===== src/hw/rtl/bda_pkg.sv =====
`timescale 1ns / 1ps
// bda_pkg: shared constants, register indexes, state and status types of the
// box downsample averager. No dependencies.
package bda_pkg;

    localparam int MAX_WIDTH_DEF  = 4096;
    localparam int MAX_FACTOR_DEF = 8;
    localparam int HEIGHT_CAP     = 4096;
    localparam int NUM_CH         = 3;
    localparam int CH_W           = 8;
    localparam int COORD_W        = 12;

    localparam int CFG_IDX_W  = 2;
    localparam int CFG_DATA_W = 13;
    localparam int SCALE_W    = 4;
    localparam int DIM_W      = 13;

    localparam logic [CFG_IDX_W-1:0] REG_SCALE_FACTOR  = 2'd0;
    localparam logic [CFG_IDX_W-1:0] REG_SOURCE_WIDTH  = 2'd1;
    localparam logic [CFG_IDX_W-1:0] REG_SOURCE_HEIGHT = 2'd2;

    localparam logic [SCALE_W-1:0] SCALE_RESET  = 4'd2;
    localparam logic [DIM_W-1:0]   WIDTH_RESET  = 13'd1024;
    localparam logic [DIM_W-1:0]   HEIGHT_RESET = 13'd1024;

    localparam int IN_TDATA_W  = 24;
    localparam int OUT_TDATA_W = 48;

    typedef enum logic [1:0] {
        ST_IDLE,
        ST_MERGE,
        ST_DIV
    } bda_state_t;

    // divider status toward the control logic
    typedef struct packed {
        logic                         done;
        logic [NUM_CH-1:0][CH_W-1:0]  quot;
    } div_stat_t;

endpackage


===== src/hw/rtl/bda_divider.sv =====
`timescale 1ns / 1ps
// bda_divider: restoring divider, one quotient bit per cycle, three channels
// sharing one divisor. Depends on bda_pkg.
module bda_divider #(
    parameter int SUMW = 14,
    parameter int CNTW = 8
) (
    input  logic                                   aclk,
    input  logic                                   aresetn,
    input  logic                                   start,
    input  logic                                   take,
    input  logic [bda_pkg::NUM_CH-1:0][SUMW-1:0]   dividend,
    input  logic [CNTW-1:0]                        divisor,
    output bda_pkg::div_stat_t                     stat
);
    import bda_pkg::*;

    localparam int SCW = $clog2(SUMW + 1);

    logic [NUM_CH-1:0][SUMW-1:0] quo_reg, quo_next;
    logic [NUM_CH-1:0][CNTW-1:0] rem_reg, rem_next;
    logic [CNTW-1:0]             dvs_reg, dvs_next;
    logic [SCW-1:0]              cnt_reg, cnt_next;
    logic                        busy_reg, busy_next;
    logic                        done_reg, done_next;

    logic [NUM_CH-1:0][CNTW:0]   trial;
    logic [NUM_CH-1:0]           ge;

    always_comb begin
        for (int c = 0; c < NUM_CH; c++) begin
            trial[c] = {rem_reg[c], quo_reg[c][SUMW-1]};
            ge[c]    = trial[c] >= {1'b0, dvs_reg};
        end
    end

    always_comb begin
        quo_next  = quo_reg;
        rem_next  = rem_reg;
        dvs_next  = dvs_reg;
        cnt_next  = cnt_reg;
        busy_next = busy_reg;
        done_next = done_reg;
        if (start) begin
            quo_next  = dividend;
            rem_next  = '0;
            dvs_next  = divisor;
            cnt_next  = SCW'(SUMW);
            busy_next = 1'b1;
            done_next = 1'b0;
        end else if (busy_reg) begin
            for (int c = 0; c < NUM_CH; c++) begin
                quo_next[c] = {quo_reg[c][SUMW-2:0], ge[c]};
                rem_next[c] = ge[c] ? CNTW'(trial[c] - {1'b0, dvs_reg})
                                    : CNTW'(trial[c]);
            end
            cnt_next = cnt_reg - 1'b1;
            if (cnt_reg == SCW'(1)) begin
                busy_next = 1'b0;
                done_next = 1'b1;
            end
        end else if (take) begin
            done_next = 1'b0;
        end
    end

    always_ff @(posedge aclk) begin
        if (!aresetn) begin
            busy_reg <= 1'b0;
            done_reg <= 1'b0;
            cnt_reg  <= '0;
        end else begin
            busy_reg <= busy_next;
            done_reg <= done_next;
            cnt_reg  <= cnt_next;
        end
    end

    always_ff @(posedge aclk) begin
        quo_reg <= quo_next;
        rem_reg <= rem_next;
        dvs_reg <= dvs_next;
    end

    always_comb begin
        stat.done = done_reg;
        for (int c = 0; c < NUM_CH; c++) begin
            stat.quot[c] = quo_reg[c][CH_W-1:0];
        end
    end

endmodule


===== config.mk =====
export PLATFORM = sky130hd
export DESIGN_NAME = bda_divider
export DESIGN_NICKNAME = d
export VERILOG_FILES = /design/src/hw/rtl/bda_pkg.sv /design/src/hw/rtl/bda_divider.sv
export SDC_FILE = /design/constraint.sdc
export NUM_CORES = 1
export LEC_CHECK = 0
export BUFFER_PORTS_ARGS = -buffer_cell sky130_fd_sc_hd__buf_4
export CAP_MARGIN = 20
export CELL_PAD_IN_SITES_DETAIL_PLACEMENT = 0
export CELL_PAD_IN_SITES_GLOBAL_PLACEMENT = 2
export CORE_ASPECT_RATIO = 2
export CORE_UTILIZATION = 40
export CTS_BUF_LIST = sky130_fd_sc_hd__clkbuf_8 sky130_fd_sc_hd__clkbuf_16
export DETAILED_ROUTE_END_ITERATION = 12
export PLACE_DENSITY = 0.95
export SLEW_MARGIN = 20
export SYNTH_ARGS = -nofsm -noshare
export SYNTH_HDL_FRONTEND = slang
export SYNTH_SLANG_ARGS = --single-unit

===== constraint.sdc =====
create_clock -name aclk -period 6.4 [get_ports aclk]
set_clock_uncertainty 0.15 [all_clocks]
set_input_delay 0.64 -clock aclk [delete_from_list [all_inputs] [get_ports aclk]]
set_output_delay 0.64 -clock aclk [all_outputs]
set_load 0.005 [all_outputs]

==> results by group <==
Logic synthesis
  • Post-synth top area share: 31.5%
  • Most common flop cell mapped by yosys: edfxtp_1
  • Post-synth EDFFs: 50
  • Mapped Nets: slightly above 500
  • Cell variety after synth: 43
  • Mapped Area: approximately 4800 um2
  • Syn Inst Count: roughly 430
  • Synthesis Warnings: 0
  • Most instantiated cells after synthesis: 50 x edfxtp_1, 42 x mux2_2, 31 x inv_1
  • Sequential fraction of the synthesis area: 44.1%
  • Synth area leaders: edfxtp_1 32%, dfxtp_1 13%, mux2_2 9.9%
  • Most common cell in the netlist: edfxtp_1
  • Flops & latches, synth: 80
  • Post-synthesis async set-or-reset flop share: 0%
  • Syn avg cell area: approximately 11 um2
  • Synth area leader: edfxtp_1

Floorplan
  • Core area: around 12000 um2
  • Die H: between 150 and 200 um
  • Row count: 56
  • Die X: about 80 um
  • Initial Utilization: ~40%
  • Full die area: 12400 um2
  • I/O Pins: 79

Final layout
  • Cell Count, Final, Fillers Out: about 630
  • Number of fill cells in the layout: between 1000 and 1500
  • Synth-to-Final Area Change: 17.2%
  • Layout Nets: between 500 and 600
  • Final Instance Area: 5580 um2
  • Layout cells sized above 1: approximately a third
  • Number of diodes: 0

Placed design
  • I/O Buffers: between 70 and 80
  • Cells after DPL: approximately 600
  • Gpl congestion: between 0.8 and 0.9
  • Post-DP HPWL: around 7600 um
  • Dpl cell area: between 5000 and 6000 um2

CTS
  • H-Tree Depth: 3
  • CTS buffer count: 9
  • Clock sink count: 80
  • CTS tree: built
  • Setup bufs post-CTS: 0
  • # resized after CTS: 0
  • Clock Tree Buf Depth: 2
  • Clock root cell: clkbuf_16
  • Hold Buf Count CTS: 0
  • Clock slew at reported path FFs: 60 ps
  • Clk_lat worst skew: between 300 and 400 ps

Drt
  • Total wire length: 9950 um
  • Vias: 3346
  • Pre-antenna DRT Iters: 4
  • Routed Antenna Nets: 0
  • Initial DRC count: approximately 120
  • # DRC: 0
  • Via density: about 5.3
  • WL per Instance: between 15 and 20 um

Worst hold path
  • Tightest Hold Check Type: reg2reg

Setup path
  • Cells along the critical path: buf_4 -> nor2_1 -> inv_2
  • Worst EP required: just over 6000 ps
  • Crit Path Max Fanout: 64
  • Worst Setup End Kind: register
  • CP Buf/Inv Count: 2
  • Crit path kind: in2reg
  • CP peak stage delay: about 840 ps
  • Slowest CP cell: inv_2
  • Crit-path leading delay family: buffers and inverters
  • Critical Path Start Type: input port
  • Crit path DAT: 2550 ps

Timing
  • Final period utilization: approximately 43%
  • Max-slew headroom: roughly a third
  • Fmax: around 360 MHz
  • Final Hold Viols: 0
  • Setup-failing EPs final: 0
  • Setup TNS: 0 ps
  • Tmin final: roughly 2700 ps
  • Worst Tran Pin Value: approximately 1000 ps
  • Min Hold Slack: about 320 ps
  • RSZ-0062 raised after global routing: false
  • Slew Limit Fails: 0

Status
  • Outcome: complete, no violations

Job
  • Max Cap Viol: 0

Global routing
  • Gr usage total: 16.9%
  • Largest net degree at the start of global routing: 65
  • Vias in the first global route: between 3000 and 4000
  • Grt ovf: 0
  • Number of antenna violations at the first check in global routing: 0
  • First-pass GRT wire length: roughly 16000 um

Power and ir drop
  • Worst vdd ir: approximately 0.22 mV
  • P_leak: roughly 2.3 nW
  • Pwr Total: approximately 1.4 mW
  • PwrDens: 257 nW/um2
final cells by class:
class	instances	area [um2]	area share, %
clock buffer	12	278	4.98
clock inverter	4	42.5	0.762
inverter	31	116	2.09
multi-input combinational	278	2270	40.8
sequential	80	2100	37.7
tap	145	181	3.25
timing repair buffer	78	586	10.5
metal layers:
| metal | vias up | wire, um | global-route usage [%] |
|---|---|---|---|
| li1 | 1642 | - | - |
| met1 | 1608 | 3380 | 15.0 |
| met2 | 73 | 5810 | 33.5 |
| met3 | 23 | 291 | 2.51 |
| met4 | 0 | 459 | 11.3 |
| met5 | - | 0 | 0 |
cells by family after synthesis:
kind of cell | synth area share (%)
AOI/OAI and AO/OA | 15.1
xor gates and xnor gates | 2.21
and+or+nand+nor | 8.98
DFF | 44.1
buffers and inverters | 8.12
adders and majority gates | 8.09
muxes | 13.4
path summary, 6_finish.rpt:
kind              slack (ps)                      from  depth (start not counted)                  endpoint
setup reg to reg        3740       busy_reg$_SDFF_PN0_                          2     quo_reg[13]$_DFFE_PP_
hold reg to reg          320  rem_reg[21]$_SDFFE_PP0P_                          2  rem_reg[21]$_SDFFE_PP0P_
setup / recovery        3660                     start                          3     quo_reg[13]$_DFFE_PP_
hold / removal           320  rem_reg[21]$_SDFFE_PP0P_                          2  rem_reg[21]$_SDFFE_PP0P_
power breakdown:
part	internal, mW	total [mW]	switching [mW]	leakage, nW
Combinational	0.136	0.269	0.133	1.37
Sequential	0.600	0.626	0.0259	0.747
Clock	0.343	0.537	0.194	0.166
Total	1.08	1.43	0.352	2.28
layout by cell type, fill, tap and decap left out, types with 7 or more instances in the layout:
cell type	Yosys	layout
clkbuf_16	0	10
nand2_1	22	22
inv_1	31	32
mux2i_1	12	12
dfxtp_1	30	30
nor2_1	28	28
nor2b_1	11	11
mux2_2	42	42
buf_4	25	78
a31oi_1	9	9
o21a_1	7	7
edfxtp_1	50	50
a21oi_1	8	8
o21ai_0	7	7
o22ai_1	9	9
a211oi_1	9	9
o21ai_1	9	9
ha_1	26	26
xnor2_1	8	8
tightest hold or removal path: cells and delay by family, from the launching register on:
family             cells  cell delay (ps)
AOI/OAI and AO/OA      1               50
and+or+nand+nor        1               60
DFF                    1              320
through the flow:
stage	util (%)	setup slack (ps)
after floorplan	-	3780
final	48.0	3660
after detailed placement	45.2	3240
after global placement	45.2	3310
after CTS	48.0	3590
after global routing	48.0	3420
Power figures use the tool's default switching activity.
